`src/rtl/ppf_pkg.sv`:
```
package ppf_pkg;

  localparam int MAX_SEGMENTS_DEF = 64;
  localparam int COORD_BITS_DEF   = 24;

  localparam int Q_BITS     = 16;
  localparam int T_BITS     = 17;
  localparam logic [T_BITS-1:0] T_ONE  = 17'h10000;
  localparam logic [T_BITS-1:0] T_HALF = 17'h08000;

  localparam int DIST_BITS = 24;
  localparam logic [DIST_BITS-1:0] DIST_MAX = 24'hFFFFFF;

  // Each distance component is clamped to 2^24 before squaring.
  localparam int CLAMP_BITS = 25;
  localparam logic [CLAMP_BITS-1:0] DIST_CLAMP = 25'h1000000;
  localparam int RAD_BITS  = 2 * CLAMP_BITS;
  localparam int ROOT_BITS = CLAMP_BITS;

  localparam int CHAIN_BITS = 32;
  localparam int LEN_BITS   = 24;
  localparam int SLOT_BITS  = 6;
  localparam int COUNT_BITS = 7;

  localparam logic OP_LOAD  = 1'b0;
  localparam logic OP_POINT = 1'b1;

  localparam logic [7:0] CLS_LOW_VEG  = 8'd3;
  localparam logic [7:0] CLS_MID_VEG  = 8'd4;
  localparam logic [7:0] CLS_HIGH_VEG = 8'd5;
  localparam logic [7:0] CLS_EXTRA    = 8'd13;

  localparam int CFG_ADDR_BITS = 4;
  localparam logic [1:0] REG_SEG_COUNT = 2'd0;
  localparam logic [1:0] REG_RADIUS    = 2'd1;
  localparam logic [1:0] REG_ADVISORY  = 2'd2;
  localparam logic [1:0] REG_USE_CLASS = 2'd3;

  typedef enum logic [1:0] {
    TM_DIV  = 2'd0,
    TM_ZERO = 2'd1,
    TM_FULL = 2'd2
  } tmode_t;

  typedef enum logic [2:0] {
    ST_IDLE = 3'b001,
    ST_RUN  = 3'b010,
    ST_DONE = 3'b100
  } state_t;

endpackage

```
`src/rtl/ppf_div_cell.sv`:
```
module ppf_div_cell #(
  parameter int REM_W = 52,
  parameter int TAG_W = 8
) (
  input  logic                           clk,
  input  logic                           rst_n,
  input  logic                           in_v,
  input  logic [REM_W-1:0]               in_rem,
  input  logic [REM_W-1:0]               in_den,
  input  logic [ppf_pkg::Q_BITS-1:0]     in_q,
  input  logic [TAG_W-1:0]               in_tag,
  output logic                           out_v,
  output logic [REM_W-1:0]               out_rem,
  output logic [REM_W-1:0]               out_den,
  output logic [ppf_pkg::Q_BITS-1:0]     out_q,
  output logic [TAG_W-1:0]               out_tag
);

  // One restoring division step: one quotient bit per cell.
  logic [REM_W:0]                rem2;
  logic                          take;
  logic [REM_W-1:0]              rem_nxt;
  logic [ppf_pkg::Q_BITS-1:0]    q_nxt;

  always_comb begin
    rem2    = {in_rem, 1'b0};
    take    = (rem2 >= {1'b0, in_den});
    rem_nxt = take ? REM_W'(rem2 - {1'b0, in_den}) : REM_W'(rem2);
    q_nxt   = {in_q[ppf_pkg::Q_BITS-2:0], take};
  end

  always_ff @(posedge clk) begin
    if (!rst_n) begin
      out_v <= 1'b0;
    end else begin
      out_v <= in_v;
    end
  end

  always_ff @(posedge clk) begin
    out_rem <= rem_nxt;
    out_den <= in_den;
    out_q   <= q_nxt;
    out_tag <= in_tag;
  end

endmodule

```
`config.mk`:
```
export PLATFORM = sky130hd
export DESIGN_NAME = ppf_div_cell
export DESIGN_NICKNAME = d
export VERILOG_FILES = /design/src/rtl/ppf_pkg.sv /design/src/rtl/ppf_div_cell.sv
export SDC_FILE = /design/constraint.sdc
export NUM_CORES = 1
export LEC_CHECK = 0
export BUFFER_PORTS_ARGS = -buffer_cell sky130_fd_sc_hd__buf_2
export CELL_PAD_IN_SITES_DETAIL_PLACEMENT = 1
export CELL_PAD_IN_SITES_GLOBAL_PLACEMENT = 1
export CORE_MARGIN = 2
export CORE_UTILIZATION = 36
export CTS_CLUSTER_DIAMETER = 30
export DETAILED_ROUTE_END_ITERATION = 12
export PLACE_DENSITY_LB_ADDON = 0.1
export SYNTH_ARGS = -nofsm -noshare
export SYNTH_HDL_FRONTEND = slang
export SYNTH_SLANG_ARGS = --single-unit
```
`constraint.sdc`:
```
create_clock -name clk -period 4.93 [get_ports clk]
set_clock_uncertainty 0.15 [all_clocks]
set_input_delay 1.2325 -clock clk [delete_from_list [all_inputs] [get_ports clk]]
set_output_delay 1.2325 -clock clk [all_outputs]
set_load 0.05 [all_outputs]
```
After elaboration in Yosys (flattened, before gate mapping)
Cells that the tools add are included.
- input bits: 131
- flip-flop bits (word level): 129
- logic and storage cells: 9
- output and inout bits: 129
- $lt $le $gt $ge: 1
- mux-type cells: 1
- add/sub/neg operators: 1
- operators by type and width (kind ; count):
    $ge A53 B52 Y1 ; 1
    $mux W52 ; 1
    $sub A52 B52 Y52 ; 1

Depth between registers and ports, before layout
- depth in word-level cells: 2
- mapped depth: 15

Worst setup path before layout
No wires, ideal clock.
- path kind: input to register
- start point: input port in_den[3]
- end point: register out_rem[42]
- arrival: 3.660 ns
- stages: 14
- buffers on the path: 2
- path slack: 0.999 ns
- setup time: 0.121 ns
- required time: 4.659 ns
- path through: inv_1 -> ha_1 -> a21o_1 -> a21oi_2 -> a211oi_1 -> o211a_1 -> o2111ai_2 -> nand3_1 -> a31o_2 -> a31oi_4 -> inv_2 -> buf_6 -> buf_6 -> mux2_4
- cells in the longest elaborated chain, start to end: 2
- elaborated cells between the ends (all ways): 3
- those cells by class: add/sub: 1; order compare: 1; mux: 1
- ends and longest elaborated chain (what ; RTL line ; RTL):
    start, declared ; ppf_div_cell.sv:9 ; input logic [REM_W-1:0] in_den,
    $ge A53 B52 Y1 ; ppf_div_cell.sv:27 ; take = (rem2 >= {1'b0, in_den});
    net take ; ppf_div_cell.sv:21 ; logic take;
    $mux W52 ; ppf_div_cell.sv:28 ; rem_nxt = take ? REM_W'(rem2 - {1'b0, in_den}) : REM_W'(rem2);
    net rem_nxt[42] ; ppf_div_cell.sv:22 ; logic [REM_W-1:0] rem_nxt;
    end signal, assigned ; ppf_div_cell.sv:41 ; out_rem <= rem_nxt;
    end, declared ; ppf_div_cell.sv:13 ; output logic [REM_W-1:0] out_rem,
The timed path passes the listed nets, and every way through them passes these cells.
A chain may end at the register's enable or synchronous reset.

Final worst setup path
- start point: input port in_den[3]
- end point: register out_rem[43]
- cells in the longest elaborated chain, start to end: 2
- elaborated cells between the ends (all ways): 3
- those cells by class: add/sub: 1; order compare: 1; mux: 1
- ends and longest elaborated chain (what ; RTL line):
    $sub A52 B52 Y52 or $ge A53 B52 Y1 (tied branches) ; ppf_div_cell.sv:28, ppf_div_cell.sv:27
    $mux W52 (*) ; ppf_div_cell.sv:28
    net rem_nxt[43] ; ppf_div_cell.sv:22
Mark *: on every way through the listed nets, which the timed path passes. The rest lies on a longest branch.

==> qor.log <==
[synth] syn_nets 900
[global_route] Tot GR Track Use 22.4%
[routing] average detailed-routed wire length per instance 17.6 um
[final_layout] Filler Cells Inserted 2193
[global_route] met3 layer usage reported by global route 5.61%
[global_route] first-pass GRT wire length 34600 um
[cts] maximum level of the CTS H-tree 4
[cts] number of resized instances in the post-cts repair step 0
[routing] number of DRC markers after the initial detailed-route iteration 180
[worst_setup_path] data arrival time of the worst path 4360 ps
[routing] drt first pass iters 7
[synth] Gate Count Post-Synth 716
[synth] Post-synth EDFFs 0
[place] area post-placement 8210 um^2
[sta] time the worst path needs with I/O delays and setup 4180 ps
[min_path] worst hold-check path type primary input to flip-flop
[cts] TritonCTS clock tree built
[sta] number of setup violations in the final report 0
[synth] top post-synthesis cells by count sky130_fd_sc_hd__dfxtp_1, sky130_fd_sc_hd__inv_1, sky130_fd_sc_hd__a21oi_1
[routing] number of nets with antenna violations after routing 0
[synth] most frequent cell after synthesis sky130_fd_sc_hd__dfxtp_1
[min_path] hold path cells 1
[routing] via count of the routed design 6168
[global_route] antenna violations before repair 3
[synth] register bit count reported by yosys 129
[die] effective utilization at floorplan 36.7%
[power] worst IR drop on VDD 0.238 mV
[die] overall die area 19500 um^2
[min_path] hold_sp in_tag[3]
[routing] via-per-instance ratio 5.03
[sta] final-report max-slew violation count 0
[die] Cell Rows 49
[sta] unrepaired setup endpoints after global routing false
[die] Chip Width 140 um
[sta] Tightest Pin Transition 735 ps
[final_layout] fraction of final layout cells sized beyond drive strength 1 36.2%
[worst_setup_path] Worst Setup Path Type primary input to flip-flop
[min_path] end point of the most critical hold path out_tag[3]$_DFF_P_
[worst_setup_path] required time of the worst setup path 5100 ps
[cts] CTS Root Cell sky130_fd_sc_hd__clkbuf_16
[routing] wire length after detailed routing 21600 um
[final_layout] Syn-to-layout area delta 32.7%
[synth] sequential share of the synthesized area 39.0%
[global_route] total gr overflow 0
[cts] clock slew seen by the registers of the worst setup and hold paths 60 ps
[synth] post-synthesis async set-or-reset flop share 0%
[global_route] via count of the first global-routing pass 6518
[synth] top cells by area, synth sky130_fd_sc_hd__dfxtp_1, sky130_fd_sc_hd__ha_1, sky130_fd_sc_hd__mux2_2
[power] Power Density 420 nW/um^2
[power] Leak Pwr 4.33 nW
[place] Detail Placement HPWL 17500 um
[run_status] run status completed
[die] height of the die 140 um
[die] core area 18000 um^2
[place] quantity of I/O buffers inserted on ports 258
[global_route] global route hottest layer met2
[sta] part of the cycle the worst path needs 84.8%
[final_layout] nets@finish 1167
[place] last weighted congestion value of the routability-driven placer 0.833
[synth] largest area contributor in the netlist sky130_fd_sc_hd__dfxtp_1
[cts] total CTS buffers 17
[worst_setup_path] Crit. End Element flip-flop
[final_layout] Reg area 2580 um^2
[worst_setup_path] biggest cell delay along the critical path 330 ps
[sta] Achievable Freq 239 MHz
[worst_setup_path] critical path peak fanout 15
[global_route] maximum number of pins on one net before global-route repair 17
[synth] ys flop type sky130_fd_sc_hd__dfxtp_1
[synth] fraction of post-synthesis cell area in the top cell type by area 39.0%
[cts] clk buf depth 2
[synth] Yosys warnings 0
[die] number of I/O pins 260
[sta] Worst slew margin 50.3%
[worst_setup_path] Setup crit start kind primary input
[synth] post-synthesis area per instance 9.25 um^2
[global_route] Global Route met2 Usage 38.2%
[synth] synth unique cells 63
[cts] hold-fix buffers at CTS 0
[sta] sum of negative setup slack 0 ps
[worst_setup_path] critical-path cell with the highest stage delay sky130_fd_sc_hd__ha_1
[sta] Hold Violations, Final 0
[job] Max Cap Violations 0
[global_route] met1 demand-to-capacity share in global routing 28.2%
[final_layout] multi-input logic area 3700 um^2
[final_layout] Finished Cell Area 8790 um^2
[cts] postcts setup bufs 0
[synth] Mapped Area 6620 um^2
[routing] number of remaining DRC errors 0
[worst_setup_path] cell breakdown of the critical path buf_2 > inv_1 > ha_1 > a21o_1 > a21oi_2 > a211oi_1 > buf_4 > o211a_1 > o2111ai_2 > nand3_1 > a31o_2 > a31oi_4 > inv_2 > buf_12 > mux2_4
[cts] clock net sink count 129
cells by family after synthesis:
group	after synthesis	share of synthesized area, %
AND/OR/NAND/NOR	161	11.9
adder cells (fa/ha/maj)	53	10.1
flip-flops	129	39.0
buffers and inverters	85	5.12
multiplexers	50	8.77
XOR/XNOR	45	5.95
AO/OA/AOI/OAI	193	19.2
cells in the final DEF (no fill, tap or decap), types with 18 or more instances in the layout:
cell type,netlist,final
sky130_fd_sc_hd__xnor2_1,27,27
sky130_fd_sc_hd__xor2_1,18,18
sky130_fd_sc_hd__nor2_1,38,38
sky130_fd_sc_hd__inv_1,65,65
sky130_fd_sc_hd__mux2_2,39,39
sky130_fd_sc_hd__nand2_1,50,50
sky130_fd_sc_hd__a21o_1,18,18
sky130_fd_sc_hd__ha_1,52,52
sky130_fd_sc_hd__buf_2,4,258
sky130_fd_sc_hd__a21oi_1,60,60
sky130_fd_sc_hd__dfxtp_1,129,129
sky130_fd_sc_hd__o21ai_0,32,32
power breakdown:
| part | internal, mW | leakage [nW] | switching [mW] |
|---|---|---|---|
| sequential | 1.17 | 1.09 | 0.0285 |
| combinational | 0.392 | 2.98 | 0.865 |
| clock | 0.668 | 0.267 | 0.570 |
| total | 2.23 | 4.33 | 1.46 |
layer usage:
| layer | part of all wire [%] | up-vias |
|---|---|---|
| met5 | 0 | - |
| met4 | 1.4 | 0 |
| met3 | 6.5 | 22 |
| met2 | 47 | 206 |
| met1 | 45 | 2867 |
| li1 | - | 3073 |
worst max path at each step:
stage              start                   to  slack, ps  depth (start not counted)
2_1_floorplan  in_den[3]  out_rem[42]$_DFF_P_       1000                         14
3_3_place_gp   in_den[3]  out_rem[42]$_DFF_P_        340                         15
3_5_place_dp   in_den[3]  out_rem[44]$_DFF_P_        320                         15
4_1_cts        in_den[3]  out_rem[43]$_DFF_P_        760                         15
5_1_grt        in_den[3]  out_rem[44]$_DFF_P_        600                         15
6_report       in_den[3]  out_rem[43]$_DFF_P_        750                         15
critical path, delay by kind of cell:
kind	cells	cell delay [ps]
AOI/OAI and AO/OA	7	1540
adders and majority gates	1	330
buffers and inverters	5	760
muxes	1	290
and+or+nand+nor	1	180
area by class of cell:
type                       count  share of cell area [%]
antenna                        2                  0.0570
clock buffer                  17                    4.84
clock inverter                15                    1.61
inverter                      66                    2.82
multi-input combinational    502                    42.1
sequential                   129                    29.4
tap                          229                    3.26
timing repair buffer         267                    15.9
flip-flops by register name (all words and copies together), names as in the netlist:
register and count:
out_tag 8, out_rem 52, out_q 16, out_v 1, out_den 52
stage by stage:
step	worst slack, ps	power (mW)	cells	utilization, %	hold slack (ps)
floorplan	999	2.15	716	-	1110
global placement	340	2.46	1193	45.6	1180
detailed placement	319	2.47	1193	45.6	1190
CTS	764	3.73	1225	48.7	738
global route	605	3.87	1225	48.7	734
finish	748	3.69	1227	48.7	749
(Power assumes the default switching activity.)
