<file path="config.mk">
export PLATFORM = sky130hd
export DESIGN_NAME = ppf_sqrt_cell
export DESIGN_NICKNAME = d
export VERILOG_FILES = /design/src/rtl/ppf_pkg.sv /design/src/rtl/ppf_sqrt_cell.sv
export SDC_FILE = /design/constraint.sdc
export NUM_CORES = 1
export LEC_CHECK = 0
export ABC_AREA = 1
export BUFFER_PORTS_ARGS = -buffer_cell sky130_fd_sc_hd__buf_2
export CAP_MARGIN = 0
export CORE_AREA = 3 3 167 169
export DETAILED_ROUTE_END_ITERATION = 7
export DIE_AREA = 0 0 170 172
export RECOVER_POWER = 25
export SLEW_MARGIN = 0
export SYNTH_ARGS = -nofsm -noshare
export SYNTH_HDL_FRONTEND = slang
export SYNTH_SLANG_ARGS = --single-unit
</file>
<file path="constraint.sdc">
create_clock -name clk -period 3.5 [get_ports clk]
set_clock_uncertainty 0.15 [all_clocks]
set_input_delay 0.175 -clock clk [delete_from_list [all_inputs] [get_ports clk]]
set_output_delay 0.175 -clock clk [all_outputs]
set_load 0.005 [all_outputs]
</file>
<file path="src/rtl/ppf_pkg.sv">
package ppf_pkg;

  localparam int MAX_SEGMENTS_DEF = 64;
  localparam int COORD_BITS_DEF   = 24;

  localparam int Q_BITS     = 16;
  localparam int T_BITS     = 17;
  localparam logic [T_BITS-1:0] T_ONE  = 17'h10000;
  localparam logic [T_BITS-1:0] T_HALF = 17'h08000;

  localparam int DIST_BITS = 24;
  localparam logic [DIST_BITS-1:0] DIST_MAX = 24'hFFFFFF;

  // Each distance component is clamped to 2^24 before squaring.
  localparam int CLAMP_BITS = 25;
  localparam logic [CLAMP_BITS-1:0] DIST_CLAMP = 25'h1000000;
  localparam int RAD_BITS  = 2 * CLAMP_BITS;
  localparam int ROOT_BITS = CLAMP_BITS;

  localparam int CHAIN_BITS = 32;
  localparam int LEN_BITS   = 24;
  localparam int SLOT_BITS  = 6;
  localparam int COUNT_BITS = 7;

  localparam logic OP_LOAD  = 1'b0;
  localparam logic OP_POINT = 1'b1;

  localparam logic [7:0] CLS_LOW_VEG  = 8'd3;
  localparam logic [7:0] CLS_MID_VEG  = 8'd4;
  localparam logic [7:0] CLS_HIGH_VEG = 8'd5;
  localparam logic [7:0] CLS_EXTRA    = 8'd13;

  localparam int CFG_ADDR_BITS = 4;
  localparam logic [1:0] REG_SEG_COUNT = 2'd0;
  localparam logic [1:0] REG_RADIUS    = 2'd1;
  localparam logic [1:0] REG_ADVISORY  = 2'd2;
  localparam logic [1:0] REG_USE_CLASS = 2'd3;

  typedef enum logic [1:0] {
    TM_DIV  = 2'd0,
    TM_ZERO = 2'd1,
    TM_FULL = 2'd2
  } tmode_t;

  typedef enum logic [2:0] {
    ST_IDLE = 3'b001,
    ST_RUN  = 3'b010,
    ST_DONE = 3'b100
  } state_t;

endpackage

</file>
<file path="src/rtl/ppf_sqrt_cell.sv">
module ppf_sqrt_cell #(
  parameter int TAG_W = 8
) (
  input  logic                                          clk,
  input  logic                                          rst_n,
  input  logic                                          in_v,
  input  logic [1:0][ppf_pkg::RAD_BITS-1:0]             in_rad,
  input  logic [1:0][ppf_pkg::ROOT_BITS+1:0]            in_r,
  input  logic [1:0][ppf_pkg::ROOT_BITS-1:0]            in_q,
  input  logic [TAG_W-1:0]                              in_tag,
  output logic                                          out_v,
  output logic [1:0][ppf_pkg::RAD_BITS-1:0]             out_rad,
  output logic [1:0][ppf_pkg::ROOT_BITS+1:0]            out_r,
  output logic [1:0][ppf_pkg::ROOT_BITS-1:0]            out_q,
  output logic [TAG_W-1:0]                              out_tag
);

  localparam int RW = ppf_pkg::ROOT_BITS + 2;

  // One root bit per cell for two lanes: horizontal and 3D.
  logic [1:0][RW+1:0]                    rt;
  logic [1:0][RW+1:0]                    trial;
  logic [1:0]                            take;
  logic [1:0][RW-1:0]                    r_nxt;
  logic [1:0][ppf_pkg::ROOT_BITS-1:0]    q_nxt;
  logic [1:0][ppf_pkg::RAD_BITS-1:0]     rad_nxt;

  always_comb begin
    for (int k = 0; k < 2; k++) begin
      rt[k]      = {in_r[k], in_rad[k][ppf_pkg::RAD_BITS-1 -: 2]};
      trial[k]   = (RW+2)'({in_q[k], 2'b01});
      take[k]    = (rt[k] >= trial[k]);
      r_nxt[k]   = take[k] ? RW'(rt[k] - trial[k]) : RW'(rt[k]);
      q_nxt[k]   = {in_q[k][ppf_pkg::ROOT_BITS-2:0], take[k]};
      rad_nxt[k] = {in_rad[k][ppf_pkg::RAD_BITS-3:0], 2'b00};
    end
  end

  always_ff @(posedge clk) begin
    if (!rst_n) begin
      out_v <= 1'b0;
    end else begin
      out_v <= in_v;
    end
  end

  always_ff @(posedge clk) begin
    out_rad <= rad_nxt;
    out_r   <= r_nxt;
    out_q   <= q_nxt;
    out_tag <= in_tag;
  end

endmodule

</file>
# After elaboration in Yosys (flattened, before gate mapping)
# Index checks and enable logic that the tools add are counted.
dict set report totals {
  out_inout_bits 213
  register_bits 209
  wordCells 14
  inputBits 215
}
dict set report op_classes {
  order_cmp 2
  muxes 2
  n_addsub 2
}
# cell n
set ops {}
lappend ops {{greater-or-equal comparator 29 x 27 -> 1 bit} 2}
lappend ops {{2-to-1 mux 27 bit} 2}
lappend ops {{subtractor 27 bit} 2}

# Longest topological paths before layout
# Gate-level depths: netlist of the first run.
dict set report depth {
  word_depth 2
  mapped_depth 16
  mapped_depth_nobuf 14
}

# Worst setup path before layout of the first run
# OpenSTA, ideal clock, no wires.
dict set report synth_timing {
  path_type {input to register}
  startpoint {in in_q[17] (netlist bit)}
  endpoint {reg out_r[10] (netlist bit)}
  path_buffers 2
  stages 12
  arrival_time_ns 1.526
  path_slack_ns 1.712
  required_ns 3.239
  setup_ns 0.111
  path_cell_list {inv_1 > ha_1 > nand2_1 > inv_1 > a21oi_1 > nand2_1 > a21oi_1 > nand3_2 > buf_6 > buf_8 > nand2_2 > nand2_2}
}
# item line
set synth_rtl {}
lappend synth_rtl {{start: declaration} ppf_sqrt_cell.sv:9} ;# input logic [1:0][ppf_pkg::ROOT_BITS-1:0] in_q,
lappend synth_rtl {{end signal: assignment} ppf_sqrt_cell.sv:49} ;# out_r <= r_nxt;
lappend synth_rtl {{end: declaration} ppf_sqrt_cell.sv:13} ;# output logic [1:0][ppf_pkg::ROOT_BITS+1:0] out_r,

==> flow_summary.json, run 1 <==
{
  "fin_setup_tns_ns": 0,
  "overflow": 0,
  "multi_input_area_um2": 4140,
  "wl_per_cell_um": 15.7,
  "crit_fanout": 29,
  "drc_errors": 0,
  "busiest_layer": "met2",
  "tightestPinTransition_ns": 0.814,
  "use_met2_pct": 41.1,
  "slew_viol_final": 0,
  "clockBufferDepth": 3,
  "stdcell_count": 2277,
  "cts_sinks": 209,
  "drive_above_1_share_pct": 26.3,
  "setup_viol": 0,
  "avgSynthCellArea_um2": 7.41,
  "hold_violations": 0,
  "drt_iter0_markers": 529,
  "status": "complete, no violations",
  "yosysUniqueCellTypes": 32,
  "cts_made_buffers": 24,
  "first_pass_iters": 5,
  "die_w_um": 170,
  "cp-start-kind": "input port",
  "initial_core_util_pct": 35.3,
  "synth-seq-cells": 209,
  "critPathArrivalTime_ns": 2.93,
  "dp_hpwl_um": 27300,
  "vias": 10200,
  "min_period_ns": 2.65,
  "core_area_um2": 26700,
  "vias_per_cell": 4.46,
  "min_path_type": "in -> reg",
  "syn_inst": 1271,
  "max_freq_ghz": 0.377,
  "layout_common_cells": "nand2_1, buf_2, inv_1",
  "power_density_nw_per_um2": 455,
  "final_nets": 2183,
  "io_buffers": 423,
  "routed_wl_um": 35800,
  "seq_area_um2": 4180,
  "finalCritPeriodShare_pct": 75.7,
  "dieArea_um2": 29200,
  "critical_path_required_ns": 3.77,
  "min_from": "in_rad[99]",
  "p_leak_nw": 8.05,
  "dp_cells": 2022,
  "cts_tree": "built",
  "max-vdd-ir-drop_mv": 0.466,
  "max_cap_viol_count": 0,
  "ys_warn_count": 0,
  "rsz0062_at_grt": "no",
  "mostFrequentLayoutCell": "nand2_1",
  "die_h_um": 172,
  "grt_usage_pct": 23.2,
  "postCtsHoldBufs": 207,
  "path_clk_slew_ns": 0.06,
  "cts_resized": 0,
  "end_kind": "flop",
  "grt_max_degree": 30,
  "holdPathStages": 3,
  "grtUsageMet1_pct": 28.8,
  "grt_use_met3_pct": 4.44,
  "grt_pass1_wl_um": 53900,
  "globalplace.congestion": 0.944,
  "postCtsSetupBuffers": 0,
  "max_slew_margin_pct": 45.5,
  "ys_seq_area_share_pct": 44.4,
  "htree_levels": 1,
  "crit_type": "in -> reg",
  "fillers": 2525,
  "ios": 428,
  "netlist_area_um2": 9420,
  "cts_root_buf": "clkbuf_16",
  "area_growth_pct": 55.8,
  "antenna_left": 0,
  "rows": 60,
  "grt_pass1_vias": 10100,
  "hold_end": "out_r[28]$_DFF_P_",
  "antenna_found_initial": 6
}
-- per-layer routing --
| layer | up-vias | part of all wire (%) |
|---|---|---|
| li1 | 5158 | - |
| met1 | 4587 | 43 |
| met2 | 354 | 48 |
| met3 | 65 | 6.4 |
| met4 | 0 | 2.9 |
| met5 | - | 0 |
-- logic make-up after synthesis --
logic type / Yosys count / share of synthesized area [%]
simple gates: 670 / 31.6
fa+ha+maj: 54 / 7.17
compound gates: 44 / 2.44
buf+inv: 266 / 11.8
other cells: 1 / 0.0398
flops: 209 / 44.4
xor+xnor: 27 / 2.51
-- synthesized netlist by cell type --
cell type,number,area (um^2)
nand3b_1,2,15.0
and2_0,1,6.26
and3_1,1,6.26
conb_1,1,3.75
nor3_2,2,20.0
a21oi_1,31,155
dfxtp_1,209,4180
buf_4,5,37.5
nor3b_1,1,7.51
nand2_2,28,175
clkinv_1,2,7.51
buf_12,1,20.0
nand3_2,24,240
nand3_1,107,536
nand2_1,402,1510
buf_8,1,15.0
inv_2,2,7.51
xor2_1,21,184
nor2_1,65,244
xnor2_1,6,52.6
ha_1,54,676
nor4_1,4,25.0
nor3_1,7,35.0
o21bai_1,3,22.5
inv_1,243,912
buf_2,4,20.0
nor2_2,10,62.6
buf_6,8,90.1
a211oi_1,1,7.51
o21ai_1,2,10.0
o21ai_0,7,35.0
nand4_1,16,100
-- flip-flops by register name (all words and copies together), names as in the netlist --
signal and cells:
out_q 50, out_r 54, out_rad 96, out_tag 8
out_v 1
-- per-stage QoR --
| stage | power, mW | hold WS [ns] | setup WS, ns | cell area (um^2) | util (%) |
|---|---|---|---|---|---|
| finish | 6.68 | 0.00519 | 0.849 | 14700 | 54.9 |
| floorplan | 3.41 | 0.0527 | 1.71 | 9430 | - |
| global placement | 3.98 | 0.127 | 0.909 | 11800 | 44.2 |
| global route | 7.02 | 0.0421 | 0.610 | 14700 | 54.9 |
| CTS | 6.73 | 0.0170 | 0.849 | 14700 | 55.0 |
| detailed placement | 3.98 | 0.129 | 0.861 | 11800 | 44.2 |
-- area by class of cell --
class                      count  area share, %
antenna                        4         0.0682
clock buffer                  31           4.54
clock inverter                13          0.989
inverter                     247           6.32
multi-input combinational    799           28.2
sequential                   209           28.5
tap                          341           2.91
timing repair buffer         633           28.5
-- how the worst max path moves through the flow --
stage             start                end  slack, ns  cells after the start
3_3_place_gp   in_r[13]  out_r[11]$_DFF_P_       0.91                     12
5_1_grt        in_q[16]  out_r[21]$_DFF_P_       0.61                     12
4_1_cts        in_r[16]   out_r[1]$_DFF_P_       0.85                     10
3_5_place_dp   in_q[16]  out_r[11]$_DFF_P_       0.86                     11
2_1_floorplan  in_q[17]  out_r[10]$_DFF_P_       1.71                     12
6_report       in_r[18]   out_r[1]$_DFF_P_       0.85                     10
-- power by group --
part           total (mW)  internal (mW)  switching [mW]
combinational        1.47          0.665           0.805
clock                2.55           1.51            1.04
sequential           2.66           2.60          0.0600
-- worst max-delay path, cell delays in order --
cell	delay [ns]
dlygate4sd3_1	0.55
buf_2	0.14
ha_1	0.34
nand2_1	0.15
inv_1	0.05
a21oi_1	0.19
nand2_1	0.11
a21oi_1	0.16
nand3_2	0.63
o21ai_0	0.40
(Power assumes the default switching activity.)
==> inputs of run 2 (changes only) <==
--- a/config.mk
+++ b/config.mk
@@ -5,7 +5,7 @@
 export SDC_FILE = /design/constraint.sdc
 export NUM_CORES = 1
 export LEC_CHECK = 0
-export ABC_AREA = 1
+export ABC_AREA = 0
 export BUFFER_PORTS_ARGS = -buffer_cell sky130_fd_sc_hd__buf_2
 export CAP_MARGIN = 0
 export CORE_AREA = 3 3 167 169
==> constraint.sdc (replaced) <==
create_clock -name clk -period 2.8 [get_ports clk]
set_clock_uncertainty 0.15 [all_clocks]
set_input_delay 0.14 -clock clk [delete_from_list [all_inputs] [get_ports clk]]
set_output_delay 0.14 -clock clk [all_outputs]
set_load 0.005 [all_outputs]
==> flow_summary.json, run 2 <==
{
  "cts_made_buffers": 24,
  "die_w_um": 170,
  "ys_seq_area_share_pct": 53.4,
  "netlist_area_um2": 7840,
  "utilization_pct": 51.4,
  "routed_wl_um": 30200,
  "drc_errors": 0,
  "max-vdd-ir-drop_mv": 0.373,
  "initial_core_util_pct": 29.3,
  "maxUsedRoutingLayer": "met4",
  "power_density_nw_per_um2": 596,
  "critPathArrivalTime_ns": 3.01,
  "grt_pass1_vias": 8660,
  "min_period_ns": 2.72,
  "met2_length_um": 15000,
  "min_from": "in_r[31]",
  "antenna_left": 0,
  "grt_max_degree": 25,
  "crit_start": "in_r[39]",
  "rsz0062_at_grt": "no",
  "end_kind": "flop",
  "setup_viol": 0,
  "die_h_um": 172,
  "core_area_um2": 26700,
  "wl_per_cell_um": 16.6,
  "avgSynthCellArea_um2": 10.1,
  "first_pass_iters": 5,
  "max_cap_viol_count": 0,
  "holdWs_ns": 0.0331,
  "crit_fanout": 10,
  "finalCritPeriodShare_pct": 97.0,
  "overflow": 0,
  "cts_root_buf": "clkbuf_16",
  "fin_area_um2": 13700,
  "path_cells": "dlygate4sd3_1 -> buf_2 -> ha_1 -> a21o_1 -> a21o_1 -> a211o_1 -> a2bb2oi_2 -> a221o_1 -> a31oi_4 -> buf_12 -> buf_12 -> mux2i_1",
  "critical_path_required_ns": 3.09,
  "cts_sinks": 209,
  "wl_met1_um": 11500,
  "globalplace.congestion": 0.891,
  "dp_hpwl_um": 21700,
  "post_dp_cell_area_um2": 10600,
  "max_freq_ghz": 0.368,
  "dieArea_um2": 29200,
  "slew_viol_final": 0,
  "yosysTopAreaCellShare_pct": 53.4,
  "path_clk_slew_ns": 0.06,
  "clockBufferDepth": 3,
  "io_buffers": 423,
  "dr_wl_met3_um": 2300,
  "cts_tree": "built",
  "fin_setup_tns_ns": 0,
  "mostFrequentLayoutCell": "buf_2",
  "syn_inst": 775,
  "vias": 8236,
  "htree_levels": 1,
  "async_flop_share_pct": 0,
  "reg_top3": "out_rad: 96 flops, out_r: 54 flops, out_q: 50 flops",
  "crit_type": "in -> reg",
  "synth_edf_count": 0,
  "status": "complete, no violations",
  "fin_ws_ns": 0.0847,
  "cp_slowest_cell": "dlygate4sd3_1",
  "drive_above_1_share_pct": 36.2,
  "yosysTopAreaCell": "dfxtp_1",
  "pre_cts_slack_ns": -0.0318,
  "synth_common_cells": "dfxtp_1, inv_1, a21oi_1",
  "layout_common_cells": "buf_2, dlygate4sd3_1, dfxtp_1",
  "rows": 60,
  "final_nets": 1730,
  "ios": 428,
  "largest_reg_flops": 96,
  "p_leak_nw": 6.71,
  "drt_iter0_markers": 395,
  "area_growth_pct": 75.3,
  "top_register": "out_rad",
  "grt_pass1_wl_um": 44400,
  "cp-start-kind": "input port",
  "synth.area.top_cells": "dfxtp_1, ha_1, a21oi_1",
  "antenna_found_initial": 0,
  "yosys_most_used_dff": "dfxtp_1",
  "ys_warn_count": 0,
  "slowest_delay_ns": 0.55,
  "synth-seq-cells": 209,
  "synth_most_common_cell": "dfxtp_1",
  "hold_violations": 0,
  "min_path_type": "in -> reg",
  "grt_usage_pct": 18.9,
  "vias_per_cell": 4.52,
  "yosysUniqueCellTypes": 67
}
run 2: metrics by stage:
step / cells / power, mW
after floorplan: 778 / 4.15
after global placement: 1562 / 4.92
after detailed placement: 1562 / 4.92
after CTS: 1816 / 8.21
after global routing: 1820 / 8.59
final: 1821 / 8.18
run 2: worst paths after layout:
kind / cells after the start / to / slack (ns)
max: 12 / out_r[28]$_DFF_P_ / 0.08
min: 4 / out_r[34]$_DFF_P_ / 0.03
run 2: report_power, final:
group | internal [mW] | switching (mW) | total [mW]
Clock | 1.68 | 1.32 | 3.00
Sequential | 3.27 | 0.0785 | 3.35
Combinational | 0.961 | 0.871 | 1.83
run 2: cell families (layout without fill, tap and decap cells):
family	after synthesis	count (layout)	share of synthesized area (%)
mux	8	8	1.10
xor+xnor	47	47	5.25
flops	209	209	53.4
compound gates	201	201	17.0
simple gates	156	156	9.39
other cells	1	5	0.0478
buf+inv	99	800	5.27
fa+ha+maj	54	54	8.62
run 2: repair_timing:
action                                  CTS  global route
hold buffers                            210             0
endpoints found under the hold margin   207             0
resized for setup                         0            25
endpoints found under the setup margin    0            38
buffers inserted                          0             3
run 2: layout make-up:
type                            instances  area (um^2)
Fill cell                            2378        13000
Timing Repair Buffer                  687         4680
Sequential cell                       209         4180
Multi-Input combinational cell        470         3420
Clock buffer                           29          649
Tap cell                              341          427
Inverter                               69          259
Clock inverter                         15          116
Antenna cell                            1         2.50
run 2: layer usage:
metal / vias to the layer above / GRT usage [%]
li1: 4037 / -
met1: 3777 / 20.9
met2: 355 / 34.3
met3: 67 / 5.05
met4: 0 / 8.11
met5: - / 0
run 2: critical path: cells and delay by family:
kind	cells	cell delay [ns]
compound gates	6	1.42
fa+ha+maj	1	0.31
buf+inv	4	0.96
mux	1	0.16
